$ cat config.mk
export PLATFORM = sky130hd
export DESIGN_NAME = permutation_enumerator
export DESIGN_NICKNAME = d
export VERILOG_FILES = /design/src/rtl/perm_enum_pkg.sv /design/src/rtl/permutation_enumerator.sv
export SDC_FILE = /design/constraint.sdc
export NUM_CORES = 1
export LEC_CHECK = 0
export ABC_AREA = 0
export BUFFER_PORTS_ARGS = -buffer_cell sky130_fd_sc_hd__buf_4
export CAP_MARGIN = 20
export CORE_MARGIN = 2
export CORE_UTILIZATION = 58
export DETAILED_ROUTE_END_ITERATION = 8
export HOLD_SLACK_MARGIN = 0.02
export PLACE_DENSITY_LB_ADDON = 0.12
export REMOVE_ABC_BUFFERS = 1
export SLEW_MARGIN = 30
export SYNTH_ARGS = -nofsm -noshare
export SYNTH_HDL_FRONTEND = slang
export SYNTH_SLANG_ARGS = --single-unit
$ cat constraint.sdc
create_clock -name clk -period 8.2 [get_ports clk]
set_input_delay 2.46 -clock clk [delete_from_list [all_inputs] [get_ports clk]]
set_output_delay 2.46 -clock clk [all_outputs]
set_load 0.005 [all_outputs]
$ cat src/rtl/perm_enum_pkg.sv
// Shared constants and types for the permutation enumerator.
// Holds the stream field widths, the operation codes and the sequencer state type.
// No dependencies.
`default_nettype none

package perm_enum_pkg;

	// Default capacity of the element store.
	localparam int MAX_ELEMS_DEF = 8;

	// Field widths of the request and result items.
	localparam int OP_W         = 2;
	localparam int ELEM_W       = 16;
	localparam int POS_W        = 3;
	localparam int S_TDATA_W    = 16;
	localparam int M_TDATA_W    = 24;
	localparam int M_TDATA_PAD  = M_TDATA_W - ELEM_W - POS_W;
	localparam int M_TUSER_W    = 2;

	// Operation codes carried in the request tuser field.
	typedef enum logic [OP_W-1:0] {
		OP_LOAD  = 2'd0,
		OP_CLEAR = 2'd1,
		OP_NEXT  = 2'd2
	} op_t;

	// Sequencer states, one-hot.
	typedef enum logic [11:0] {
		ST_IDLE  = 12'b0000_0000_0001,
		ST_UNDO  = 12'b0000_0000_0010,
		ST_ADV   = 12'b0000_0000_0100,
		ST_ADV2  = 12'b0000_0000_1000,
		ST_FILL  = 12'b0000_0001_0000,
		ST_SWA   = 12'b0000_0010_0000,
		ST_SWB   = 12'b0000_0100_0000,
		ST_SWW1  = 12'b0000_1000_0000,
		ST_SWW2  = 12'b0001_0000_0000,
		ST_EMRD  = 12'b0010_0000_0000,
		ST_EMOUT = 12'b0100_0000_0000,
		ST_MARK  = 12'b1000_0000_0000
	} state_t;

endpackage

`default_nettype wire

$ cat src/rtl/permutation_enumerator.sv
// Permutation enumerator, one request in work at a time with s_tready low until it ends.
// A next request pops levels that have run out, undoing their swaps, until one can move on, and
// then emits every element; a load first undoes every swap in force. Output stalls hold a next request.
// Swaps set the pace: the element store has one read and one write port, so each swap runs through ST_SWA,
// ST_SWB, ST_SWW1 and ST_SWW2. arst_n clears all control state at once; the store has no reset and is read
// below the count. Depends on perm_enum_pkg.
`default_nettype none

module permutation_enumerator
	import perm_enum_pkg::*;
#(
	parameter int MAX_ELEMS = MAX_ELEMS_DEF
) (
	input  wire logic                  clk,
	input  wire logic                  arst_n,
	// Request side.
	input  wire logic                  s_tvalid,
	output logic                       s_tready,
	input  wire logic [S_TDATA_W-1:0]  s_tdata,   // [15:0] value
	input  wire logic [OP_W-1:0]       s_tuser,   // [1:0] operation
	// Result side.
	output logic                       m_tvalid,
	input  wire logic                  m_tready,
	output logic [M_TDATA_W-1:0]       m_tdata,   // [15:0] element, [18:16] position, rest zero
	output logic                       m_tlast,   // last_of_run
	output logic [M_TUSER_W-1:0]       m_tuser    // [0] empty_permutation, [1] exhausted
);

	// Index width into the element store and width of counts that can reach MAX_ELEMS.
	localparam int IW = (MAX_ELEMS > 1) ? $clog2(MAX_ELEMS) : 1;
	localparam int CW = $clog2(MAX_ELEMS + 1);

	// Sequencer and backtracking stack.
	state_t               state_q;
	state_t               ret_q;
	logic [CW-1:0]        count_q;
	logic [CW-1:0]        depth_q;
	logic [CW-1:0]        k_q;
	logic [CW-1:0]        idx_q [MAX_ELEMS];
	logic                 started_q;
	logic                 finished_q;
	logic [IW-1:0]        sw_a_q;
	logic [IW-1:0]        sw_b_q;
	logic [IW-1:0]        pos_q;
	logic                 mark_empty_q;
	logic                 mark_exh_q;

	// Element store and its data path.
	logic [ELEM_W-1:0]    mem [MAX_ELEMS];
	logic [ELEM_W-1:0]    val_q;
	logic [ELEM_W-1:0]    tmp_q;
	logic [ELEM_W-1:0]    rd_data_q;

	// Output register.
	logic                 m_tvalid_q;
	logic [M_TDATA_W-1:0] m_tdata_q;
	logic                 m_tlast_q;
	logic [M_TUSER_W-1:0] m_tuser_q;

	logic                 rd_en;
	logic [IW-1:0]        rd_addr;
	logic                 wr_en;
	logic [IW-1:0]        wr_addr;
	logic [ELEM_W-1:0]    wr_data;
	logic                 out_free;
	logic                 emit_last;
	logic [CW-1:0]        k_dec;
	logic [CW-1:0]        depth_dec;
	logic [CW-1:0]        idx_at_kdec;
	logic [CW-1:0]        idx_at_ddec;
	logic [CW-1:0]        idx_inc;
	logic [IW+POS_W-1:0]  pos_ext;
	op_t                  op;

	assign s_tready  = (state_q == ST_IDLE);
	assign op        = op_t'(s_tuser);
	assign out_free  = !m_tvalid_q || m_tready;
	assign k_dec     = k_q - CW'(1);
	assign depth_dec = depth_q - CW'(1);
	assign idx_at_kdec = idx_q[k_dec[IW-1:0]];
	assign idx_at_ddec = idx_q[depth_dec[IW-1:0]];
	assign idx_inc   = idx_q[k_q[IW-1:0]] + CW'(1);
	assign emit_last = (CW'(pos_q) + CW'(1)) == count_q;
	assign pos_ext   = {{POS_W{1'b0}}, pos_q};

	// The store has one read port and one write port. A swap reads the first entry, then the
	// second while the first is parked in tmp_q, then writes both back crosswise.
	always_comb begin
		rd_en   = 1'b0;
		rd_addr = sw_a_q;
		wr_en   = 1'b0;
		wr_addr = sw_a_q;
		wr_data = rd_data_q;
		case (state_q)
			ST_SWA: begin
				rd_en   = 1'b1;
				rd_addr = sw_a_q;
			end
			ST_SWB: begin
				rd_en   = 1'b1;
				rd_addr = sw_b_q;
			end
			ST_EMRD: begin
				rd_en   = 1'b1;
				rd_addr = pos_q;
			end
			ST_SWW1: begin
				wr_en   = 1'b1;
				wr_addr = sw_a_q;
				wr_data = rd_data_q;
			end
			ST_SWW2: begin
				wr_en   = 1'b1;
				wr_addr = sw_b_q;
				wr_data = tmp_q;
			end
			ST_UNDO: begin
				// Once every swap is undone the new value goes in behind the others.
				wr_en   = (depth_q == '0);
				wr_addr = count_q[IW-1:0];
				wr_data = val_q;
			end
			default: begin
			end
		endcase
	end

	always_ff @(posedge clk) begin
		if (wr_en) begin
			mem[wr_addr] <= wr_data;
		end
		if (rd_en) begin
			rd_data_q <= mem[rd_addr];
		end
		if (state_q == ST_SWB) begin
			tmp_q <= rd_data_q;
		end
		if (s_tvalid && s_tready && op == OP_LOAD) begin
			val_q <= s_tdata;
		end
		if (out_free && state_q == ST_EMOUT) begin
			m_tdata_q <= {{M_TDATA_PAD{1'b0}}, pos_ext[POS_W-1:0], rd_data_q};
			m_tlast_q <= emit_last;
			m_tuser_q <= '0;
		end else if (out_free && state_q == ST_MARK) begin
			m_tdata_q <= '0;
			m_tlast_q <= 1'b1;
			m_tuser_q <= {mark_exh_q, mark_empty_q};
		end
	end

	// Sequencer. The recursion of the swap-and-undo search is held as one loop index per level;
	// advancing pops levels from the deepest, undoing each swap, until one level can move on.
	always_ff @(posedge clk or negedge arst_n) begin
		if (!arst_n) begin
			state_q      <= ST_IDLE;
			ret_q        <= ST_IDLE;
			count_q      <= '0;
			depth_q      <= '0;
			k_q          <= '0;
			started_q    <= 1'b0;
			finished_q   <= 1'b0;
			sw_a_q       <= '0;
			sw_b_q       <= '0;
			pos_q        <= '0;
			mark_empty_q <= 1'b0;
			mark_exh_q   <= 1'b0;
			m_tvalid_q   <= 1'b0;
			for (int j = 0; j < MAX_ELEMS; j++) begin
				idx_q[j] <= '0;
			end
		end else begin
			if ((state_q == ST_EMOUT || state_q == ST_MARK) && out_free) begin
				m_tvalid_q <= 1'b1;
			end else if (m_tready) begin
				m_tvalid_q <= 1'b0;
			end

			case (state_q)
				ST_IDLE: begin
					if (s_tvalid) begin
						case (op)
							OP_LOAD: begin
								// A load into a full store is dropped without a restart.
								if (count_q < CW'(MAX_ELEMS)) begin
									state_q <= ST_UNDO;
								end
							end
							OP_CLEAR: begin
								count_q    <= '0;
								depth_q    <= '0;
								started_q  <= 1'b0;
								finished_q <= 1'b0;
								for (int j = 0; j < MAX_ELEMS; j++) begin
									idx_q[j] <= '0;
								end
							end
							OP_NEXT: begin
								if (finished_q) begin
									mark_empty_q <= 1'b0;
									mark_exh_q   <= 1'b1;
									state_q      <= ST_MARK;
								end else if (count_q == '0) begin
									// The empty set has exactly one, empty, permutation.
									if (!started_q) begin
										started_q    <= 1'b1;
										mark_empty_q <= 1'b1;
										mark_exh_q   <= 1'b0;
									end else begin
										finished_q   <= 1'b1;
										mark_empty_q <= 1'b0;
										mark_exh_q   <= 1'b1;
									end
									state_q <= ST_MARK;
								end else if (!started_q) begin
									started_q <= 1'b1;
									for (int j = 0; j < MAX_ELEMS; j++) begin
										idx_q[j] <= CW'(j);
									end
									depth_q <= count_q;
									pos_q   <= '0;
									state_q <= ST_EMRD;
								end else begin
									k_q     <= count_q;
									state_q <= ST_ADV;
								end
							end
							default: begin
							end
						endcase
					end
				end
				ST_UNDO: begin
					if (depth_q == '0) begin
						count_q    <= count_q + CW'(1);
						started_q  <= 1'b0;
						finished_q <= 1'b0;
						state_q    <= ST_IDLE;
					end else begin
						depth_q <= depth_dec;
						sw_a_q  <= depth_dec[IW-1:0];
						sw_b_q  <= idx_at_ddec[IW-1:0];
						ret_q   <= ST_UNDO;
						state_q <= ST_SWA;
					end
				end
				ST_ADV: begin
					if (k_q == '0) begin
						// Every level has run out: the enumeration is complete.
						depth_q      <= '0;
						finished_q   <= 1'b1;
						mark_empty_q <= 1'b0;
						mark_exh_q   <= 1'b1;
						state_q      <= ST_MARK;
					end else begin
						k_q     <= k_dec;
						sw_a_q  <= k_dec[IW-1:0];
						sw_b_q  <= idx_at_kdec[IW-1:0];
						ret_q   <= ST_ADV2;
						state_q <= ST_SWA;
					end
				end
				ST_ADV2: begin
					idx_q[k_q[IW-1:0]] <= idx_inc;
					if (idx_inc < count_q) begin
						sw_a_q  <= k_q[IW-1:0];
						sw_b_q  <= idx_inc[IW-1:0];
						ret_q   <= ST_FILL;
						state_q <= ST_SWA;
					end else begin
						state_q <= ST_ADV;
					end
				end
				ST_FILL: begin
					for (int j = 0; j < MAX_ELEMS; j++) begin
						if (CW'(j) > k_q) begin
							idx_q[j] <= CW'(j);
						end
					end
					depth_q <= count_q;
					pos_q   <= '0;
					state_q <= ST_EMRD;
				end
				ST_SWA: begin
					state_q <= ST_SWB;
				end
				ST_SWB: begin
					state_q <= ST_SWW1;
				end
				ST_SWW1: begin
					state_q <= ST_SWW2;
				end
				ST_SWW2: begin
					state_q <= ret_q;
				end
				ST_EMRD: begin
					state_q <= ST_EMOUT;
				end
				ST_EMOUT: begin
					if (out_free) begin
						if (emit_last) begin
							state_q <= ST_IDLE;
						end else begin
							pos_q   <= pos_q + IW'(1);
							state_q <= ST_EMRD;
						end
					end
				end
				ST_MARK: begin
					if (out_free) begin
						state_q <= ST_IDLE;
					end
				end
				default: begin
					state_q <= ST_IDLE;
				end
			endcase
		end
	end

	assign m_tvalid = m_tvalid_q;
	assign m_tdata  = m_tdata_q;
	assign m_tlast  = m_tlast_q;
	assign m_tuser  = m_tuser_q;

	// No more swaps can be in force than there are elements loaded.
	assert property (@(posedge clk) disable iff (!arst_n) depth_q <= count_q)
		else $error("swap depth exceeds element count");

	// The fill count never passes the capacity of the store.
	assert property (@(posedge clk) disable iff (!arst_n) count_q <= CW'(MAX_ELEMS))
		else $error("element count beyond capacity");

	// Once exhausted, the stack has been fully unwound.
	assert property (@(posedge clk) disable iff (!arst_n) finished_q |-> depth_q == '0)
		else $error("exhausted with swaps still in force");

	// A marker result always closes its run on its own.
	assert property (@(posedge clk) disable iff (!arst_n)
		(m_tvalid && m_tuser != '0) |-> (m_tlast && m_tdata == '0))
		else $error("marker result not a lone final item");

endmodule

`default_nettype wire
==> summary.txt, run 1 <==
CTS
  • CTS tree: built
  • Post CTS Setup Buffer Count: 0
  • CTS buffer count: 28
  • CTS Root Buffer Type: sky130_fd_sc_hd__clkbuf_16
  • Clock-pin transition on the worst setup and hold timing paths: 60 ps
  • Clk sink count: 272
  • Post-cts hold buffer count: 0
  • Clock insertion delay at the later pin of the skew report: 540 ps
  • Post-CTS sizing: 0
  • Clock H-tree levels: 1
  • Maximum count of clock buffers along a single path: 3

Synth
  • Area of the mapped netlist: 12500 um^2
  • Top-area cell type share of the netlist area: 0.472
  • Gate Count Post-Synth: 971
  • Sequential cell area fraction in the yosys report: 0.624
  • Area fraction in compound gates after synthesis: 0.115
  • Post-Synth Adder-Cell Area: 0.0120
  • Most used DFF post-synth: sky130_fd_sc_hd__edfxtp_1
  • Dominant cells by area after synthesis: sky130_fd_sc_hd__edfxtp_1 (47%), sky130_fd_sc_hd__dfrtp_1 (14%), sky130_fd_sc_hd__mux2i_1 (6.3%)
  • Top cell type by total area after synthesis: sky130_fd_sc_hd__edfxtp_1
  • Proportion of synthesized flip-flops having asynchronous set or reset: 0.272
  • Number of warnings printed during yosys synthesis: 0
  • Post-synthesis simple-gate area fraction: 0.120
  • Count of flip-flops with a built-in enable after synthesis: 196
  • Mean instance size in the synthesized netlist: 12.8 um^2
  • Yosys reg bits: 272
  • Largest family of logic cells by synthesized area: simple AND/OR/NAND/NOR gates
  • Share of cell area taken by muxes after synthesis: 0.0923
  • Number of library cell types mapped by synthesis: 75
  • Area share of xor/xnor cells in the synthesized design: 0.00702

STA
  • Transition time at the pin with the least slew margin: 931 ps
  • Number of pins exceeding their max-slew limit in the final report: 0
  • Final Skew: 17.9 ps
  • Max frequency: 0.196 GHz
  • Tightest slew margin relative to the limit: 0.378
  • Period Utilization, post-route: 0.624
  • Min cycle time layout: 5110 ps
  • Aggregate negative setup slack: 0 ps
  • Fin worst setup slack: 3090 ps
  • Final setup violation count: 0
  • Number of hold violations in the final report: 0
  • Unrepaired setup endpoints after global routing: no

Critical path
  • Count of buffering cells on the critical path with inverters included: 2
  • Kind of launch point of the worst setup path: flop
  • Arrival time at the worst endpoint: 2650 ps
  • CP top delay family: simple AND/OR/NAND/NOR gates
  • Master of the slowest instance on the critical path: sky130_fd_sc_hd__nor4_1
  • Max FO, Critical Path: 11
  • Required time reported for the critical path endpoint: 5740 ps
  • Cell Chain, Critical Path: nor4_1 > nand4_1 > clkinv_1 > buf_4
  • Type of destination of the critical path: output port
  • Largest incremental delay on the critical path: 640 ps
  • Setup slack on the worst flop-to-flop path: 3110 ps
  • Kind of critical path: flop to output port

Finish
  • Final net count: 1053
  • Antenna cells: 0
  • Ratio of cells with drive above 1 in the final layout: 0.147
  • Final core utilization: 0.663
  • Synth-to-Final Area Change: 12.0%

Floorplanning
  • I/O pins: 51
  • Total number of placement rows: 53
  • Area enclosed by the die boundary: 22700 um^2
  • Core Footprint: 21100 um^2
  • Die outline width: 151 um
  • Initial core utilization: 0.592
  • Chip Height: 151 um

Global route
  • Wire length of the first global-routing pass: 43900 um
  • Largest net degree at the start of global routing: 75
  • Initial antenna violation count: 0
  • Total congestion overflow: 0
  • Global routing usage summed across all routing layers: 0.256
  • Via count of the first global-routing pass: 7808

Run status
  • Outcome: complete, no violations

Route
  • DRC Markers: 0
  • DR iter-0 viols: 1003
  • Routed via count: 8158
  • Number of nets still failing antenna checks after routing: 0
  • Total iterations of the first detailed-routing run: 6
  • Routed length per placed instance: 21.8 um
  • Vias per cell: 6.21
  • Total length of routed wires: 28700 um

Placement
  • Post-place setup slack: 3230 ps
  • Number of buffer cells added on primary ports: 45
  • Final Wtd Congestion: 0.948
  • Final HPWL DP: 18300 um

Job
  • Max Cap Violations: 0

Hold path
  • Worst min path class: flop to flop

Power and ir drop
  • Leakage power total: 5.21 nW
  • Total power divided by cell area: 315 nW/um^2
  • VDD IR max: 0.189 mV
[cell usage after synthesis (all sizes together), types with 23 or more instances]
| cell type | instances |
|---|---|
| buf | 23 |
| o21ai | 58 |
| nand3 | 24 |
| dfrtp | 72 |
| a22oi | 24 |
| and2 | 30 |
| nand2 | 120 |
| nor2 | 54 |
| mux2i | 79 |
| edfxtp | 196 |
| clkbuf | 28 |
| a21oi | 31 |
[layout make-up]
type                            count  area [um^2]
Clock buffer                       37          786
Clock inverter                     13         93.8
Fill cell                        1577         7110
Inverter                           19         71.3
Multi-Input combinational cell    633         4390
Sequential cell                   272         7780
Tap cell                          275          344
Timing Repair Buffer               65          512
[stage by stage]
stage          instances  cell area (um^2)  power [W]  hold slack, ps
4_1_cts             1314             14000    0.00442             462
5_1_grt             1314             14000    0.00463             475
6_report            1314             14000    0.00441             463
3_3_place_gp        1263             13100    0.00317             444
3_5_place_dp        1264             13100    0.00320             455
2_1_floorplan        924             12200    0.00280             441
[power breakdown]
group	switching [W]	internal, W	leakage [nW]
Clock	0.000508	0.000701	0.429
Combinational	0.000819	0.000534	1.98
Sequential	0.000163	0.00168	2.79
Total	0.00149	0.00292	5.21
[sequential cells by signal, indices dropped and copies added (netlist names), 12 cells and up]
register   cells
mem          128
idx_q         32
m_tdata       19
rd_data_q     16
tmp_q         16
val_q         16
state_q       12
[path summary, 6_finish.rpt]
| kind | startpoint | to | cells after the start |
|---|---|---|---|
| max | state_q[11]$_DFFE_PN0P_ | s_tready | 4 |
| min | rd_data_q[5]$_DFFE_PP_ | tmp_q[5]$_DFFE_PP_ | 0 |
| max reg2reg | k_q[0]$_DFFE_PN0P_ | ret_q[1]$_DFFE_PN0P_ | 13 |
| min reg2reg | rd_data_q[5]$_DFFE_PP_ | tmp_q[5]$_DFFE_PP_ | 0 |
| max in group asynchronous | arst_n | pos_q[0]$_DFFE_PN0P_ | 1 |
| min in group asynchronous | arst_n | idx_q[2]$_DFFE_PN0P_ | 1 |
[metal layers]
layer / part of all wire / vias to the layer above / GRT usage
met2: 0.47 / 344 / 0.406
met5: 0 / - / 0
met1: 0.44 / 4011 / 0.371
li1: - / 3756 / -
met4: 0.021 / 0 / 0.0640
met3: 0.074 / 47 / 0.0439
[cell families (layout without fill, tap and decap cells)]
kind of cell,after synthesis,in the layout
DFF,272,272
AOI/OAI and AO/OA,205,205
adders and majority gates,12,12
and+or+nand+nor,305,305
muxes,96,96
buffers and inverters,70,134
other,1,5
xor gates and xnor gates,10,10
[layout by cell type, fill, tap and decap left out, types with 8 or more instances in the layout]
cell type | Yosys | routed
sky130_fd_sc_hd__nand2b_1 | 11 | 11
sky130_fd_sc_hd__inv_1 | 18 | 18
sky130_fd_sc_hd__a22o_1 | 15 | 15
sky130_fd_sc_hd__buf_4 | 8 | 63
sky130_fd_sc_hd__nand3_1 | 24 | 24
sky130_fd_sc_hd__nor3_1 | 19 | 16
sky130_fd_sc_hd__mux4_2 | 15 | 15
sky130_fd_sc_hd__xnor2_1 | 8 | 8
sky130_fd_sc_hd__a221oi_2 | 12 | 12
sky130_fd_sc_hd__a31oi_1 | 16 | 16
sky130_fd_sc_hd__o21ai_0 | 56 | 56
sky130_fd_sc_hd__clkbuf_16 | 0 | 29
sky130_fd_sc_hd__o31ai_1 | 10 | 10
sky130_fd_sc_hd__mux2i_1 | 79 | 79
sky130_fd_sc_hd__ha_1 | 12 | 12
sky130_fd_sc_hd__a22oi_1 | 24 | 24
sky130_fd_sc_hd__nor2_1 | 53 | 52
sky130_fd_sc_hd__and2_1 | 26 | 26
sky130_fd_sc_hd__a21oi_1 | 31 | 31
sky130_fd_sc_hd__nand2_1 | 120 | 120
sky130_fd_sc_hd__dfrtp_1 | 72 | 72
sky130_fd_sc_hd__nor2b_1 | 9 | 9
sky130_fd_sc_hd__edfxtp_1 | 196 | 196
Note: power is estimated with default switching activity, not from simulation.
==> inputs of run 2 (changes only) <==
CORE_UTILIZATION = 56   (was 58)
clock period = 4.2 ns   (was 8.2 ns; I/O delays follow)
==> run 2 against run 1 <==
Via count rose by 0.99%. First-iteration DRC count fell by 29%. Die area rose by 3.5%. Register-to-register slack got worse by 2800 ps. Combinational power rose by 110%. Flip-flop and latch count did not move. Clock skew fell by 3.9 ps. Global-route usage fell by 0.28 points. Sequential share of layout area fell by 0.50 points. Wire length rose by 2.7%. Largest power group unchanged. Setup slack got worse by 2800 ps. Final cell count rose by 2.2%. Critical path type is now flop to flop.
==> summary.txt, run 2 (same netlist as run 1, synthesis figures left out) <==
STA
  • Final hold slack: 471 ps (+7.01 ps)
  • Unrepaired setup endpoints after global routing: no
  • Number of hold violations in the final report: 0 (unchanged)
  • Min cycle time layout: 3920 ps
  • Final Skew: 14.0 ps (-3.89 ps)
  • Aggregate negative setup slack: 0 ps (unchanged)
  • Max frequency: 0.255 GHz
  • Number of pins exceeding their max-slew limit in the final report: 0 (unchanged)
  • Transition time at the pin with the least slew margin: 811 ps (-120 ps)
  • Final setup violation count: 0 (unchanged)
  • Period Utilization, post-route: 0.934
  • Tightest slew margin relative to the limit: 0.457 (+0.0784)

Route
  • Number of nets still failing antenna checks after routing: 0 (unchanged)
  • Total length of routed wires: 29400 um (+2.7%)
  • DRC Markers: 0 (unchanged)
  • Total iterations of the first detailed-routing run: 5 (-1)
  • DR iter-0 viols: 716 (-29%)
  • Routed length per placed instance: 21.9 um (+0.46%)
  • Routed via count: 8239 (+0.99%)
  • Vias per cell: 6.13 (-1.2%)

Critical path
  • Kind of launch point of the worst setup path: flop
  • Required time reported for the critical path endpoint: 4650 ps (-1090 ps)
  • Kind of critical path: flop to flop
  • Type of destination of the critical path: flop
  • Reg2Reg Depth: 11 (-2)
  • Arrival time at the worst endpoint: 4370 ps (+1720 ps)
  • Max FO, Critical Path: 16 (+5)

Power and ir drop
  • Leakage power total: 5.30 nW (+1.7%)
  • Part of the power in combinational logic: 0.327 (+0.020)
  • Cell-internal power: 0.00565 W (+94%)
  • VDD IR max: 0.339 mV (+79%)
  • Design Power: 0.00863 W (+96%)
  • Net switching share of the total power: 0.345 (+0.00667)
  • Total power divided by cell area: 612 nW/um^2 (+94%)
  • Net switching power of the design: 0.00297 W (+100%)
  • Sequential cell fraction of total power: 0.413 (-0.006)
  • Share of power burned in the clock network: 0.260 (-0.014)

CTS
  • Clk sink count: 272 (unchanged)
  • Maximum count of clock buffers along a single path: 3 (unchanged)
  • CTS buffer count: 28 (unchanged)
  • Clock-pin transition on the worst setup and hold timing paths: 60 ps (about the same)
  • CTS tree: built
  • CTS Root Buffer Type: sky130_fd_sc_hd__clkbuf_16
  • Post-CTS sizing: 0 (unchanged)
  • Post CTS Setup Buffer Count: 0 (unchanged)
  • Clock insertion delay at the later pin of the skew report: 550 ps (about the same)
  • Post-cts hold buffer count: 0 (unchanged)
  • Clock H-tree levels: 1 (unchanged)

Run status
  • Outcome: complete, no violations

Global route
  • Via count of the first global-routing pass: 8120 (+4.0%)
  • Wire length of the first global-routing pass: 46000 um (+4.6%)
  • Largest net degree at the start of global routing: 75 (unchanged)
  • Initial antenna violation count: 0 (unchanged)
  • Global routing usage summed across all routing layers: 0.253 (-0.00282)
  • Total congestion overflow: 0 (unchanged)

Placement
  • Area post-placement: 13300 um^2 (+1.3%)
  • Final HPWL DP: 19400 um (+5.7%)
  • Cell count after placement: 1292 (+2.2%)
  • Number of buffer cells added on primary ports: 45 (unchanged)
  • Final Wtd Congestion: 0.970 (+2.3%)

Finish
  • Synth-to-Final Area Change: 13.0%
  • Final Non-Filler Cells: 1343 (+2.2%)
  • Ratio of cells with drive above 1 in the final layout: 0.166 (+0.0183)
  • Flip-flop count of the largest register, all copies and words added: 128 (unchanged)
  • Leading cell type in the layout, fill and taps excluded: sky130_fd_sc_hd__edfxtp_1
  • Final net count: 1076 (+2.2%)
  • Commonest cells after routing, fill and taps aside: sky130_fd_sc_hd__edfxtp_1 (196), sky130_fd_sc_hd__nand2_1 (120), sky130_fd_sc_hd__buf_4 (86)
  • Top reg by flops: mem
  • Finished layout cell area: 14100 um^2 (+0.91%)
  • Antenna cells: 0 (unchanged)

Floorplanning
  • Core Footprint: 21800 um^2 (+3.5%)
  • Die outline width: 153 um (+1.7%)
  • I/O pins: 51 (unchanged)
  • Chip Height: 153 um (+1.7%)
  • Area enclosed by the die boundary: 23500 um^2 (+3.5%)
  • Initial core utilization: 0.572 (-0.0199)
  • Total number of placement rows: 54 (+1.9%)

Hold path
  • Worst min path class: flop to flop
  • Worst hold path stage count: 0 (unchanged)

Job
  • Max Cap Violations: 0 (unchanged)
-- run 2: changes by cell type in the layout (fill, tap and decap cells not counted), sizes merged --
cell | previous run | this run
bufinv | 1 | 0
clkbuf | 37 | 36
buf | 65 | 88
clkinv | 11 | 14
-- run 2: layer usage --
metal,wire length [um],global-route usage,part of all wire,up-vias
met5,0,0,0,-
met4,555,0.0635,0.019,0
met3,1850,0.0340,0.063,51
met2,13700,0.398,0.46,283
met1,13400,0.377,0.45,4103
li1,-,-,-,3802
-- run 2: stage by stage --
step / utilization / worst slack [ps]
after global routing: 0.646 / 14.2
final: 0.646 / 276
after detailed placement: 0.608 / 305
after CTS: 0.646 / 284
after floorplan: - / -542
after global placement: 0.608 / 350
-- run 2: final cells by class --
cell class	instances	area, um^2
repair buffers	88	677
multi-input cells	633	4390
fillers	1671	7720
clock buffers	36	731
well taps	280	350
clock inverters	15	104
inverters	19	71.3
flip-flops and latches	272	7780
-- run 2: worst paths after layout --
kind,start,end,slack [ps]
min reg2reg,rd_data_q[3]$_DFFE_PP_,tmp_q[3]$_DFFE_PP_,470
max in group asynchronous,arst_n,k_q[2]$_DFFE_PN0P_,2970
max reg2reg,k_q[2]$_DFFE_PN0P_,ret_q[1]$_DFFE_PN0P_,280
max,k_q[2]$_DFFE_PN0P_,ret_q[1]$_DFFE_PN0P_,280
min in group asynchronous,arst_n,idx_q[27]$_DFFE_PN0P_,720
min,rd_data_q[3]$_DFFE_PP_,tmp_q[3]$_DFFE_PP_,470
-- run 2: power groups by stage --
stage,sequential [W],combinational [W],clock (W)
global placement,0.00360,0.00274,0
floorplan,0.00354,0.00194,0
detailed placement,0.00361,0.00279,0
global route,0.00360,0.00308,0.00241
CTS,0.00356,0.00280,0.00229
finish,0.00357,0.00282,0.00224
-- run 2: critical path, cell delays in order (launching register included) --
cell                       delay, ps
sky130_fd_sc_hd__dfrtp_1         540
sky130_fd_sc_hd__buf_4           270
sky130_fd_sc_hd__mux4_2          340
sky130_fd_sc_hd__mux2i_2         300
sky130_fd_sc_hd__inv_1           100
sky130_fd_sc_hd__ha_1            330
sky130_fd_sc_hd__ha_1            210
sky130_fd_sc_hd__or4_1           500
sky130_fd_sc_hd__o22ai_1         200
sky130_fd_sc_hd__nor2_1          120
sky130_fd_sc_hd__a2111o_1        610
sky130_fd_sc_hd__a22o_1          300
==> inputs of run 3 (changes only) <==
CAP_MARGIN = default   (was 20)
MAX_ROUTING_LAYER = met4   (was default)
==> run 3 against run 2 <==
Highest routed layer unchanged. Non-clock buffer count grew 1. Global-route usage up 1.4 points. Largest cell class unchanged. Combinational power up 2%. First-iteration DRC count is 22% higher.
==> summary.txt, run 3 (same netlist as run 1, synthesis figures left out) <==
Critical path
  • Required time reported for the critical path endpoint: 4630 ps (-20 ps)
  • Kind of launch point of the worst setup path: flop
  • CP top delay family: compound AO/OA/AOI/OAI gates
  • Levels on crit path: 13 (+2)
  • Last element of the critical path: ret_q[1]$_DFFE_PN0P_
  • Setup slack on the worst flop-to-flop path: 240 ps (-40 ps)
  • Type of destination of the critical path: flop
  • Max FO, Critical Path: 21 (+5)
  • Dominant cell type by count on the critical path: sky130_fd_sc_hd__a211oi_1
  • Kind of critical path: flop to flop
  • Master of the slowest instance on the critical path: sky130_fd_sc_hd__a2111o_1
  • Launching instance or port of the critical path: k_q[1]$_DFFE_PN0P_
  • Endpoint of the most critical register-to-register path: ret_q[1]$_DFFE_PN0P_
  • Reg2Reg Depth: 13 (+2)
  • Arrival time at the worst endpoint: 4390 ps (+20 ps)
  • Count of buffering cells on the critical path with inverters included: 2 (unchanged)
  • Largest incremental delay on the critical path: 620 ps (about the same)
  • Cell Chain, Critical Path: buf_4 > mux2i_1 > a211oi_1 > a211oi_1 > nor3b_1 > xnor2_1 > inv_1 > ha_1 > or4_1 > o22ai_1 > nor2_1 > a2111o_1 > a22o_1
  • Critical R2R Launch: k_q[1]$_DFFE_PN0P_

Placement
  • Number of buffer cells added on primary ports: 45 (unchanged)
  • Final HPWL DP: 19500 um (+0.97%)
  • Final Wtd Congestion: 0.958 (-1.2%)
  • Cell count after placement: 1293 (+0.077%)

STA
  • Unrepaired setup endpoints after global routing: no
  • Final Skew: 11.7 ps (-2.35 ps)
  • Max frequency: 0.252 GHz (-0.99%)
  • Min cycle time layout: 3960 ps (+39.1 ps)
  • Number of hold violations in the final report: 0 (unchanged)
  • Final setup violation count: 0 (unchanged)
  • Final hold slack: 476 ps (+5.42 ps)
  • Aggregate negative setup slack: 0 ps (unchanged)
  • Tightest slew margin relative to the limit: 0.457 (+0.000479)
  • Transition time at the pin with the least slew margin: 810 ps (-0.714 ps)
  • Number of pins exceeding their max-slew limit in the final report: 0 (unchanged)
  • Period Utilization, post-route: 0.943 (+0.00930)

Floorplanning
  • I/O pins: 51 (unchanged)
  • Core Footprint: 21800 um^2 (unchanged)
  • Area enclosed by the die boundary: 23500 um^2 (unchanged)
  • Initial core utilization: 0.572 (unchanged)
  • Die outline width: 153 um (unchanged)
  • Chip Height: 153 um (unchanged)
  • Total number of placement rows: 54 (unchanged)

Global route
  • Initial antenna violation count: 0 (unchanged)
  • Via count of the first global-routing pass: 8034 (-1.1%)
  • Global routing usage summed across all routing layers: 0.267 (+0.0143)
  • Wire length of the first global-routing pass: 46600 um (+1.4%)
  • Largest net degree at the start of global routing: 75 (unchanged)
  • Total congestion overflow: 0 (unchanged)

Route
  • Total iterations of the first detailed-routing run: 5 (unchanged)
  • Number of nets still failing antenna checks after routing: 0 (unchanged)
  • Total length of routed wires: 30200 um (+2.6%)
  • DRC Markers: 0 (unchanged)
  • Routed length per placed instance: 22.5 um (+2.7%)
  • Routed via count: 8300 (+0.74%)
  • Vias per cell: 6.18 (+0.82%)
  • DR iter-0 viols: 871 (+22%)

Finish
  • Commonest cells after routing, fill and taps aside: sky130_fd_sc_hd__edfxtp_1 (196), sky130_fd_sc_hd__nand2_1 (120), sky130_fd_sc_hd__buf_4 (88)
  • Ratio of cells with drive above 1 in the final layout: 0.167 (+0.00110)
  • Antenna cells: 0 (unchanged)
  • Top reg by flops: mem
  • Final net count: 1077 (+0.093%)
  • Flip-flop count of the largest register, all copies and words added: 128 (unchanged)
  • Synth-to-Final Area Change: 14.0%
  • Leading cell type in the layout, fill and taps excluded: sky130_fd_sc_hd__edfxtp_1
  • Final Non-Filler Cells: 1342 (-0.074%)

CTS
  • Clock insertion delay at the later pin of the skew report: 540 ps (about the same)
  • Clock H-tree levels: 1 (unchanged)
  • Clk sink count: 272 (unchanged)
  • CTS buffer count: 28 (unchanged)
  • CTS tree: built
  • Post-cts hold buffer count: 0 (unchanged)
  • Maximum count of clock buffers along a single path: 3 (unchanged)
  • CTS Root Buffer Type: sky130_fd_sc_hd__clkbuf_16
  • Clock-pin transition on the worst setup and hold timing paths: 60 ps (about the same)

Hold path
  • Worst min path class: flop to flop
  • Hold_sp: rd_data_q[7]$_DFFE_PP_

Run status
  • Outcome: complete, no violations

Power and ir drop
  • Total power divided by cell area: 636 nW/um^2 (+3.9%)
  • Leakage power total: 5.36 nW (+1.2%)
  • VDD IR max: 0.356 mV (+5.0%)

Job
  • Max Cap Violations: 0 (unchanged)
[run 3: what timing repair did]
action / in CTS / in global routing
gates resized for setup: 0 / 1
setup endpoints to repair: 0 / 3
setup buffers: 0 / 0
endpoints found under the hold margin: 0 / 0
[run 3: worst min-delay path by stage]
stage / end / cells past startpoint
finish: tmp_q[7]$_DFFE_PP_ / 0
global route: tmp_q[12]$_DFFE_PP_ / 0
CTS: tmp_q[7]$_DFFE_PP_ / 0
detailed placement: tmp_q[7]$_DFFE_PP_ / 0
global placement: tmp_q[9]$_DFFE_PP_ / 0
floorplan: tmp_q[0]$_DFFE_PP_ / 0
[run 3: metrics by stage]
stage	power, W	cell area, um^2	worst slack (ps)	utilization
2_1_floorplan	0.00548	12200	-542	-
3_3_place_gp	0.00639	13300	320	0.607
3_5_place_dp	0.00643	13300	272	0.607
4_1_cts	0.00906	14200	224	0.652
5_1_grt	0.00947	14200	94.9	0.652
6_report	0.00905	14200	237	0.652
[run 3: cell type report]
class / instances / area (um^2)
clock buffers: 34 / 744
clock inverters: 15 / 221
flip-flops and latches: 272 / 7780
fillers: 1665 / 7590
inverters: 19 / 71.3
multi-input cells: 633 / 4390
well taps: 280 / 350
repair buffers: 89 / 672
[run 3: report_power, final]
group | internal [W] | leakage [nW] | switching [W]
clock | 0.00162 | 0.468 | 0.00100
combinational | 0.00113 | 2.10 | 0.00174
sequential | 0.00329 | 2.79 | 0.000272
[run 3: worst reg2reg max path: stages, from the launching register on]
cell,delay (ps)
sky130_fd_sc_hd__dfrtp_1,470
sky130_fd_sc_hd__buf_4,310
sky130_fd_sc_hd__mux2i_1,240
sky130_fd_sc_hd__a211oi_1,100
sky130_fd_sc_hd__a211oi_1,400
sky130_fd_sc_hd__nor3b_1,110
sky130_fd_sc_hd__xnor2_1,210
sky130_fd_sc_hd__inv_1,70
sky130_fd_sc_hd__ha_1,180
sky130_fd_sc_hd__or4_1,470
sky130_fd_sc_hd__o22ai_1,220
sky130_fd_sc_hd__nor2_1,130
sky130_fd_sc_hd__a2111o_1,620
sky130_fd_sc_hd__a22o_1,310
[run 3: metal layers]
layer / global-route usage / vias up / routed length [um]
li1: - / 3809 / -
met1: 0.389 / 4161 / 13600
met2: 0.408 / 285 / 14100
met3: 0.0335 / 45 / 1900
met4: 0.0617 / 0 / 639
met5: - / - / 0
